===== src/hw/rtl/wrr_pkg.sv =====
// Shared types and constants for the windowed request retransmitter.
package wrr_pkg;

    localparam int WINDOW_DEPTH_DEF = 16;

    localparam int ID_W    = 16;
    localparam int TICK_W  = 16;
    localparam int CLK_W   = 32;
    localparam int CNT_W   = 5;
    localparam int KIND_W  = 2;
    localparam int NEXT_W  = 17;
    localparam int CFG_AW  = 4;
    localparam int CFG_DW  = 32;

    // result kinds
    localparam logic [KIND_W-1:0] KIND_NEW  = 2'd0;
    localparam logic [KIND_W-1:0] KIND_RE   = 2'd1;
    localparam logic [KIND_W-1:0] KIND_ACC  = 2'd2;
    localparam logic [KIND_W-1:0] KIND_STAT = 2'd3;

    // register indexes (paddr[3:2])
    localparam logic [1:0] REG_LAST_ID = 2'd0;
    localparam logic [1:0] REG_WINDOW  = 2'd1;
    localparam logic [1:0] REG_TIMEOUT = 2'd2;

    localparam logic [ID_W-1:0]   RST_LAST_ID = 16'd0;
    localparam logic [CNT_W-1:0]  RST_WINDOW  = 5'd10;
    localparam logic [TICK_W-1:0] RST_TIMEOUT = 16'd1;

    typedef enum logic [2:0] {
        S_IDLE,
        S_NEW,
        S_P1,
        S_ACC,
        S_P2,
        S_STAT
    } t_state;

endpackage


===== src/hw/rtl/windowed_request_retransmitter.sv =====
// Windowed request retransmitter: requesting side of a selective-repeat transfer.
//
//  channel | direction | handshake                    | word
//  --------+-----------+------------------------------+---------------------------------------
//  in      | to block  | i_in_valid / o_in_stall      | mode, response_id, elapsed_ticks
//  out     | from block| o_out_valid / i_out_stall    | kind, chunk_id, outstanding, done_res,
//          |           |                              | last
//  cfg     | to block  | APB psel/penable/pwrite      | last_chunk_id, window_limit, timeout
//
// Each input word is taken in the idle state; the input then stalls until its status result
// is emitted. Between the two come a new-request and an accepted result where they apply and
// full rotations of the outstanding table through its head slot (an update pass when a
// request is added or a response meets entries, then a timeout pass when entries remain).
// Reset is synchronous and clears the control state and registers; the table itself has no
// reset, only entries below the count are ever looked at. A result that finds the output
// register still full waits until it is free.
module windowed_request_retransmitter #(
    parameter int WINDOW_DEPTH = wrr_pkg::WINDOW_DEPTH_DEF
) (
    input  logic                          i_clk,
    input  logic                          i_rst_n,
    // input channel
    input  logic                          i_in_valid,
    output logic                          o_in_stall,
    input  logic                          i_in_mode,
    input  logic [wrr_pkg::ID_W-1:0]      i_in_response_id,
    input  logic [wrr_pkg::TICK_W-1:0]    i_in_elapsed_ticks,
    // output channel
    output logic                          o_out_valid,
    input  logic                          i_out_stall,
    output logic [wrr_pkg::KIND_W-1:0]    o_out_kind,
    output logic [wrr_pkg::ID_W-1:0]      o_out_chunk_id,
    output logic [wrr_pkg::CNT_W-1:0]     o_out_outstanding,
    output logic                          o_out_done_res,
    output logic                          o_out_last,
    // configuration
    input  logic                          psel,
    input  logic                          penable,
    input  logic                          pwrite,
    input  logic [wrr_pkg::CFG_AW-1:0]    paddr,
    input  logic [wrr_pkg::CFG_DW-1:0]    pwdata,
    output logic [wrr_pkg::CFG_DW-1:0]    prdata,
    output logic                          pready
);
    import wrr_pkg::*;

    // count holds 0..WINDOW_DEPTH; compares run in LW bits
    localparam int CW = $clog2(WINDOW_DEPTH + 1);
    localparam int TW = (WINDOW_DEPTH > 1) ? $clog2(WINDOW_DEPTH) : 1;
    localparam int LW = (CW > CNT_W) ? CW : CNT_W;
    localparam int LA = (WINDOW_DEPTH > 1) ? 1 : 0;   // look-ahead slot
    localparam logic [TW-1:0] STEP_LAST = TW'(WINDOW_DEPTH - 1);
    localparam logic [LW-1:0] DEPTH_L   = LW'(WINDOW_DEPTH);

    // configuration registers
    logic [ID_W-1:0]   r_last_id;
    logic [CNT_W-1:0]  r_win;
    logic [TICK_W-1:0] r_tmo;

    // step state
    t_state            r_state, n_state;
    logic [CLK_W-1:0]  r_clock, n_clock;
    logic [NEXT_W-1:0] r_next, n_next;
    logic [CW-1:0]     r_count, n_count;
    logic              r_app, n_app;       // a new entry joins in this step
    logic [CW-1:0]     r_app_pos, n_app_pos;
    logic [ID_W-1:0]   r_new_id, n_new_id;
    logic              r_mode, n_mode;
    logic [ID_W-1:0]   r_rid, n_rid;
    logic [TW-1:0]     r_step, n_step;
    logic              r_drop, n_drop;     // response matched earlier in pass

    // outstanding table, rotated one slot per cycle through slot 0 while not held for output
    logic [ID_W-1:0]   r_eid [WINDOW_DEPTH];
    logic [CLK_W-1:0]  r_est [WINDOW_DEPTH];
    logic              rot;
    logic [ID_W-1:0]   tail_id;
    logic [CLK_W-1:0]  tail_st;

    // output register
    logic              r_out_valid, n_out_valid;
    logic [KIND_W-1:0] r_out_kind;
    logic [ID_W-1:0]   r_out_id;
    logic [CNT_W-1:0]  r_out_cnt;
    logic              r_out_done, r_out_last;
    logic              emit;
    logic [KIND_W-1:0] e_kind;
    logic [ID_W-1:0]   e_id;
    logic [CNT_W-1:0]  e_cnt;
    logic              e_done, e_last;

    // shared decode
    logic              accept, out_free, cfg_wr;
    logic [LW-1:0]     cnt_l, step_l, step1_l, app_l, lim_l, cnt_inc_l, cnt_dec_l;
    logic              can_app, in_use, past_last, pass_end;
    logic              head_new, la_new;
    logic [ID_W-1:0]   head_id, la_id;
    logic [CLK_W-1:0]  head_st, la_st;
    logic              hit, due;
    logic [CLK_W-1:0]  age;

    assign accept   = i_in_valid && !o_in_stall;
    assign out_free = !r_out_valid || !i_out_stall;
    assign cfg_wr   = psel && penable && pwrite && pready;
    assign pready   = 1'b1;

    assign cnt_l     = LW'(r_count);
    assign step_l    = LW'(r_step);
    assign step1_l   = step_l + LW'(1);
    assign app_l     = LW'(r_app_pos);
    assign cnt_inc_l = cnt_l + LW'(1);
    assign cnt_dec_l = cnt_l - LW'(1);
    assign lim_l     = (LW'(r_win) < DEPTH_L) ? LW'(r_win) : DEPTH_L;
    assign past_last = r_next > {1'b0, r_last_id};
    assign can_app   = (cnt_l < lim_l) && !past_last;
    assign in_use    = step_l < cnt_l;
    assign pass_end  = r_step == STEP_LAST;

    // the entry being appended sits virtually at slot app_pos of the stream
    assign head_new = r_app && (step_l == app_l);
    assign la_new   = r_app && (step1_l == app_l);
    assign head_id  = head_new ? r_new_id : r_eid[0];
    assign head_st  = head_new ? r_clock  : r_est[0];
    assign la_id    = la_new   ? r_new_id : r_eid[LA];
    assign la_st    = la_new   ? r_clock  : r_est[LA];

    assign hit = r_mode && !r_drop && in_use && (head_id == r_rid);
    assign age = r_clock - r_est[0];
    assign due = in_use && (age >= CLK_W'(r_tmo));

    // next state
    always_comb begin
        n_state = r_state;
        case (r_state)
            S_IDLE: begin
                if (accept) begin
                    if (can_app) begin
                        n_state = S_NEW;
                    end else if (r_count != '0) begin
                        n_state = i_in_mode ? S_P1 : S_P2;
                    end else begin
                        n_state = S_STAT;
                    end
                end
            end
            S_NEW: begin
                if (out_free) begin
                    n_state = S_P1;
                end
            end
            S_P1: begin
                if (pass_end) begin
                    n_state = (r_drop || hit) ? S_ACC : S_P2;
                end
            end
            S_ACC: begin
                if (out_free) begin
                    n_state = (cnt_dec_l != '0) ? S_P2 : S_STAT;
                end
            end
            S_P2: begin
                if (pass_end && (!due || out_free)) begin
                    n_state = S_STAT;
                end
            end
            S_STAT: begin
                if (out_free) begin
                    n_state = S_IDLE;
                end
            end
            default: n_state = S_IDLE;
        endcase
    end

    // datapath and outputs
    always_comb begin
        o_in_stall = 1'b1;
        n_clock    = r_clock;
        n_next     = r_next;
        n_count    = r_count;
        n_app      = r_app;
        n_app_pos  = r_app_pos;
        n_new_id   = r_new_id;
        n_mode     = r_mode;
        n_rid      = r_rid;
        n_step     = r_step;
        n_drop     = r_drop;
        rot        = 1'b0;
        tail_id    = head_id;
        tail_st    = head_st;
        emit       = 1'b0;
        e_kind     = KIND_STAT;
        e_id       = '0;
        e_cnt      = cnt_l[CNT_W-1:0];
        e_done     = 1'b0;
        e_last     = 1'b0;
        case (r_state)
            S_IDLE: begin
                o_in_stall = 1'b0;
                n_step     = '0;
                n_drop     = 1'b0;
                if (accept) begin
                    n_clock   = r_clock + CLK_W'(i_in_elapsed_ticks);
                    n_app     = can_app;
                    n_app_pos = r_count;
                    n_new_id  = r_next[ID_W-1:0];
                    n_mode    = i_in_mode;
                    n_rid     = i_in_response_id;
                end
            end
            S_NEW: begin
                if (out_free) begin
                    emit    = 1'b1;
                    e_kind  = KIND_NEW;
                    e_id    = r_new_id;
                    e_cnt   = cnt_inc_l[CNT_W-1:0];
                    n_count = cnt_inc_l[CW-1:0];
                    n_next  = r_next + NEXT_W'(1);
                end
            end
            S_P1: begin
                // append and removal in one rotation; after a match each slot
                // takes its successor so the tail closes up
                rot    = 1'b1;
                n_drop = r_drop || hit;
                if (r_drop || hit) begin
                    tail_id = la_id;
                    tail_st = la_st;
                end
                n_step = pass_end ? '0 : r_step + TW'(1);
            end
            S_ACC: begin
                if (out_free) begin
                    emit    = 1'b1;
                    e_kind  = KIND_ACC;
                    e_id    = r_rid;
                    e_cnt   = cnt_dec_l[CNT_W-1:0];
                    e_done  = past_last && (cnt_dec_l == '0);
                    n_count = cnt_dec_l[CW-1:0];
                end
            end
            S_P2: begin
                // timeout scan; a due entry waits for the output register
                tail_id = r_eid[0];
                tail_st = due ? r_clock : r_est[0];
                if (!due || out_free) begin
                    rot    = 1'b1;
                    n_step = pass_end ? '0 : r_step + TW'(1);
                    if (due) begin
                        emit   = 1'b1;
                        e_kind = KIND_RE;
                        e_id   = r_eid[0];
                    end
                end
            end
            S_STAT: begin
                if (out_free) begin
                    emit   = 1'b1;
                    e_kind = KIND_STAT;
                    e_done = past_last && (r_count == '0);
                    e_last = 1'b1;
                end
            end
            default: ;
        endcase

        if (emit) begin
            n_out_valid = 1'b1;
        end else if (!i_out_stall) begin
            n_out_valid = 1'b0;
        end else begin
            n_out_valid = r_out_valid;
        end
    end

    // control registers
    always_ff @(posedge i_clk) begin
        if (!i_rst_n) begin
            r_state     <= S_IDLE;
            r_clock     <= '0;
            r_next      <= '0;
            r_count     <= '0;
            r_app       <= 1'b0;
            r_mode      <= 1'b0;
            r_step      <= '0;
            r_drop      <= 1'b0;
            r_out_valid <= 1'b0;
            r_last_id   <= RST_LAST_ID;
            r_win       <= RST_WINDOW;
            r_tmo       <= RST_TIMEOUT;
        end else begin
            r_state     <= n_state;
            r_clock     <= n_clock;
            r_next      <= n_next;
            r_count     <= n_count;
            r_app       <= n_app;
            r_mode      <= n_mode;
            r_step      <= n_step;
            r_drop      <= n_drop;
            r_out_valid <= n_out_valid;
            if (cfg_wr) begin
                case (paddr[3:2])
                    REG_LAST_ID: r_last_id <= pwdata[ID_W-1:0];
                    REG_WINDOW:  r_win     <= pwdata[CNT_W-1:0];
                    REG_TIMEOUT: r_tmo     <= pwdata[TICK_W-1:0];
                    default: ;
                endcase
            end
        end
    end

    // payload registers
    always_ff @(posedge i_clk) begin
        r_app_pos <= n_app_pos;
        r_new_id  <= n_new_id;
        r_rid     <= n_rid;
        if (emit) begin
            r_out_kind <= e_kind;
            r_out_id   <= e_id;
            r_out_cnt  <= e_cnt;
            r_out_done <= e_done;
            r_out_last <= e_last;
        end
        if (rot) begin
            for (int k = 0; k < WINDOW_DEPTH - 1; k++) begin
                r_eid[k] <= r_eid[k + 1];
                r_est[k] <= r_est[k + 1];
            end
            r_eid[WINDOW_DEPTH - 1] <= tail_id;
            r_est[WINDOW_DEPTH - 1] <= tail_st;
        end
    end

    // register read-back
    always_comb begin
        case (paddr[3:2])
            REG_LAST_ID: prdata = {16'b0, r_last_id};
            REG_WINDOW:  prdata = {27'b0, r_win};
            REG_TIMEOUT: prdata = {16'b0, r_tmo};
            default:     prdata = '0;
        endcase
    end

    assign o_out_valid       = r_out_valid;
    assign o_out_kind        = r_out_kind;
    assign o_out_chunk_id    = r_out_id;
    assign o_out_outstanding = r_out_cnt;
    assign o_out_done_res    = r_out_done;
    assign o_out_last        = r_out_last;

endmodule

===== config.mk =====
export PLATFORM = sky130hd
export DESIGN_NAME = windowed_request_retransmitter
export DESIGN_NICKNAME = d
export VERILOG_FILES = /design/src/hw/rtl/wrr_pkg.sv /design/src/hw/rtl/windowed_request_retransmitter.sv
export SDC_FILE = /design/constraint.sdc
export NUM_CORES = 1
export LEC_CHECK = 0
export ABC_AREA = 1
export BUFFER_PORTS_ARGS = -buffer_cell sky130_fd_sc_hd__buf_2
export CAP_MARGIN = 40
export CELL_PAD_IN_SITES_DETAIL_PLACEMENT = 0
export CELL_PAD_IN_SITES_GLOBAL_PLACEMENT = 1
export CORE_AREA = 5 5 248 346
export DETAILED_ROUTE_END_ITERATION = 8
export DIE_AREA = 0 0 253 351
export GPL_TIMING_DRIVEN = 0
export PLACE_DENSITY = 0.77
export SYNTH_ARGS = -nofsm -noshare
export SYNTH_HDL_FRONTEND = slang
export SYNTH_SLANG_ARGS = --single-unit

===== constraint.sdc =====
create_clock -name i_clk -period 25.5 [get_ports i_clk]
set_clock_uncertainty 0.15 [all_clocks]
set_input_delay 7.65 -clock i_clk [delete_from_list [all_inputs] [get_ports i_clk]]
set_output_delay 7.65 -clock i_clk [all_outputs]
set_load 0.05 [all_outputs]

==> flow_summary.yaml <==
grt:
  antenna_found_initial: 3
  grt.total_usage_pct: 19.4
  grt_start_max_net_pins: 127
  overflow: 0
  grt_pass1_vias: 21800
  grt_pass1_wl_mm: 131
power:
  p_int_mw: 3.70
  clkPwrFrac_pct: 23.3
  power_frac_seq_pct: 50.8
  pwr-share-comb_pct: 25.9
  vdd_drop_max_mv: 0.0914
  power.density_mw_per_mm2: 131
  cellLeakagePower_nw: 16.5
  swShare_pct: 33.7
  p_switching_mw: 1.88
sta:
  fin_setup_tns_ns: 0
  worst_pin_slew_ns: 0.902
  max_freq_mhz: 59.2
  hold_viol: 0
  fin_crit_sh_pct: 66.2
  relSlewSlack_pct: 39.7
  finalCriticalPeriod_ns: 16.89
  finalSetupViolations: 0
  setup_ws_ns: 8.61
  slew_violations: 0
  rsz0062_at_grt: "false"
yosys:
  avgSynthCellArea_um2: 12.4
  synth_edf_count: 830
  yosys_warnings: 0
  postSynthCellCount: 3027
  synth-seq-cells: 932
  async_reset_ff_share_pct: 0
  synth.area.top_cells: "edfxtp_1, nand2_1, dfxtp_1, inv_1, ha_1"
  synth_largest_area_cell: "edfxtp_1"
  yosysSeqAreaShare_pct: 71.9
  synth_commonest_cells: "edfxtp_1, nand2_1, inv_1"
  synth.top_cell.area_share_pct: 66.5
  yosys_most_used_dff: "edfxtp_1"
  yosys.cell_count.top_type: "edfxtp_1"
  yosysUniqueCellTypes: 56
  syn-cell-area_mm2: 0.0375
critical_path:
  reg2reg_depth: 26
  crit_type: "in2out"
  critPathLaunch: "paddr[2]"
  cp.arrival_ns: 9.09
  rr_startpoint: "r_clock[0]"
  r2r_setup_slack_ns: 19.70
  critPathRequiredTime_ns: 17.70
  worst-path-max-fanout: 10
  r2r-end: "r_est[0][68]"
  crit_path_end_kind: "primary output"
  startpoint_type: "primary input"
clocking:
  clk_latency_ns: 0.65
  cts_tree: "yes"
  htreeDepth: 3
  clk_path_buf_depth: 3
  cts.sinks: 932
  cts_hold_buf: 0
  path_clk_slew_ns: 0.06
  ctsResizeCount: 0
  cts-root-buf: "clkbuf_16"
  post-cts-setup-buffer-count: 0
  numCtsBuffers: 89
die:
  io_pins: 136
  coreArea_mm2: 0.0826
  dieArea_mm2: 0.0888
  initial_utilization_pct: 45.4
  fp.dieW_um: 253
  die_y_um: 351
  num_rows: 125
place:
  dpl_worst_slack_ns: 8.63
  place.detailed.hpwl_mm: 61.9
  io_buffers: 99
  finalWeightedCongestion: 0.904
drt:
  post-route-drc-count: 0
  ant_nets: 0
  dr_total_vias: 22500
  vias_per_cell: 5.12
  drtIter0Drc: 1572
  firstDrtPassIters: 6
  detail_route.wl_per_cell_um: 19.9
  drt-total-wl_mm: 87.6
cells_and_area:
  postLayoutCoreUtil_pct: 51.6
  drive_gt1_share_pct: 11.8
  syn_to_final_growth_pct: 13.5
  nNetsFinal: 3415
job:
  timing.max_cap.violations: 0
worst_hold_path:
  hp-start: "r_est[1][43]"
  worstHoldPathType: "reg2reg"
  whs_path_depth: 0
  min_to: "r_est[1][11]"
run_status:
  status: "completed"
[sequential cells by signal, indices dropped and copies added (netlist names), 2 cells and up]
register,flops
cnt_l,5
o_out_kind,2
r_win,5
r_state,3
r_clock,32
o_out_outstanding,5
app_l,5
r_est,512
o_out_chunk_id,16
r_next,17
r_step,4
r_last_id,16
r_eid,256
r_rid,16
r_new_id,16
r_tmo,16
[per-layer routing]
| metal | GRT usage (%) | wire length, um | up-vias |
|---|---|---|---|
| met2 | 33.7 | 43200 | 605 |
| met1 | 24.5 | 36600 | 10800 |
| met3 | 2.83 | 4350 | 169 |
| met5 | 0 | 16 | - |
| met4 | 7.84 | 3450 | 2 |
| li1 | - | - | 10900 |
[layout by cell type (no fill, tap or decap), types with 5 or more instances in the layout]
cell type and instances:
nor3_1 27, clkbuf_1 60, o22ai_1 13, inv_2 9, edfxtp_1 830, bufinv_16 7, nand4_1 25, o31ai_1 9
a22oi_1 8, buf_4 23, conb_1 17, ha_1 92, nand3b_1 7, a21oi_1 166, o21ai_1 10, buf_16 8
clkinv_2 15, nand3_1 94, or2_2 5, a21oi_2 19, buf_6 12, o21ai_0 197, nand3_2 21, nor2_2 34
buf_2 106, clkbuf_16 89, xor2_1 26, nand2_2 9, nand2_1 595, nor2_1 145, xnor2_1 13, o221ai_1 9
inv_1 397, clkinv_1 19, dfxtp_1 102, o211ai_1 27
[layout make-up]
class	count	area, um^2
Clock inverter	56	561
Timing Repair Buffer	112	772
Buffer	89	485
Sequential cell	932	27000
Clock buffer	103	2300
Inverter	409	1540
Fill cell	7184	40000
Multi-Input combinational cell	1612	8600
Tap cell	1079	1350
Antenna cell	2	5.00
[stage by stage]
stage / std cells / hold slack [ns] / instance area (um^2) / power (mW)
after CTS: 4392 / 0.256 / 42600 / 5.63
after detailed placement: 4233 / 0.255 / 39700 / 4.30
final: 4394 / 0.259 / 42600 / 5.58
after global routing: 4392 / 0.265 / 42600 / 5.89
after floorplan: 3042 / 0.250 / 37600 / 3.99
after global placement: 4220 / 0.251 / 39400 / 4.62
[how the worst max path moves through the flow]
stage | to | slack, ns | cells after the start
after floorplan | r_eid[0][0] | 7.37 | 5
after global placement | r_est[0][99] | 3.41 | 6
after detailed placement | prdata[5] | 8.63 | 6
after CTS | prdata[5] | 8.63 | 6
after global routing | prdata[6] | 8.51 | 6
final | prdata[6] | 8.61 | 6
[power groups by stage]
stage	Combinational, mW	Sequential, mW	Clock (mW)
global route	1.60	2.89	1.40
CTS	1.46	2.84	1.33
detailed placement	1.45	2.85	0
global placement	1.39	3.23	0
finish	1.45	2.83	1.30
floorplan	0.905	3.09	0
[cell families (layout without fill, tap and decap cells)]
| family | after synthesis | after routing | share of synthesized area (%) |
|---|---|---|---|
| simple gates | 983 | 983 | 11.4 |
| flops | 932 | 932 | 71.9 |
| buf+inv | 498 | 769 | 5.39 |
| compound gates | 479 | 479 | 7.18 |
| fa+ha+maj | 94 | 94 | 3.18 |
| xor+xnor | 39 | 39 | 0.911 |
| other cells | 2 | 19 | 0.0200 |
[worst max-delay path, stage by stage]
cell	delay (ns)
buf_2	0.13
inv_1	0.10
nand2_1	0.17
clkbuf_1	0.29
o22ai_1	0.40
buf_2	0.34
Power figures use the tool's default switching activity.
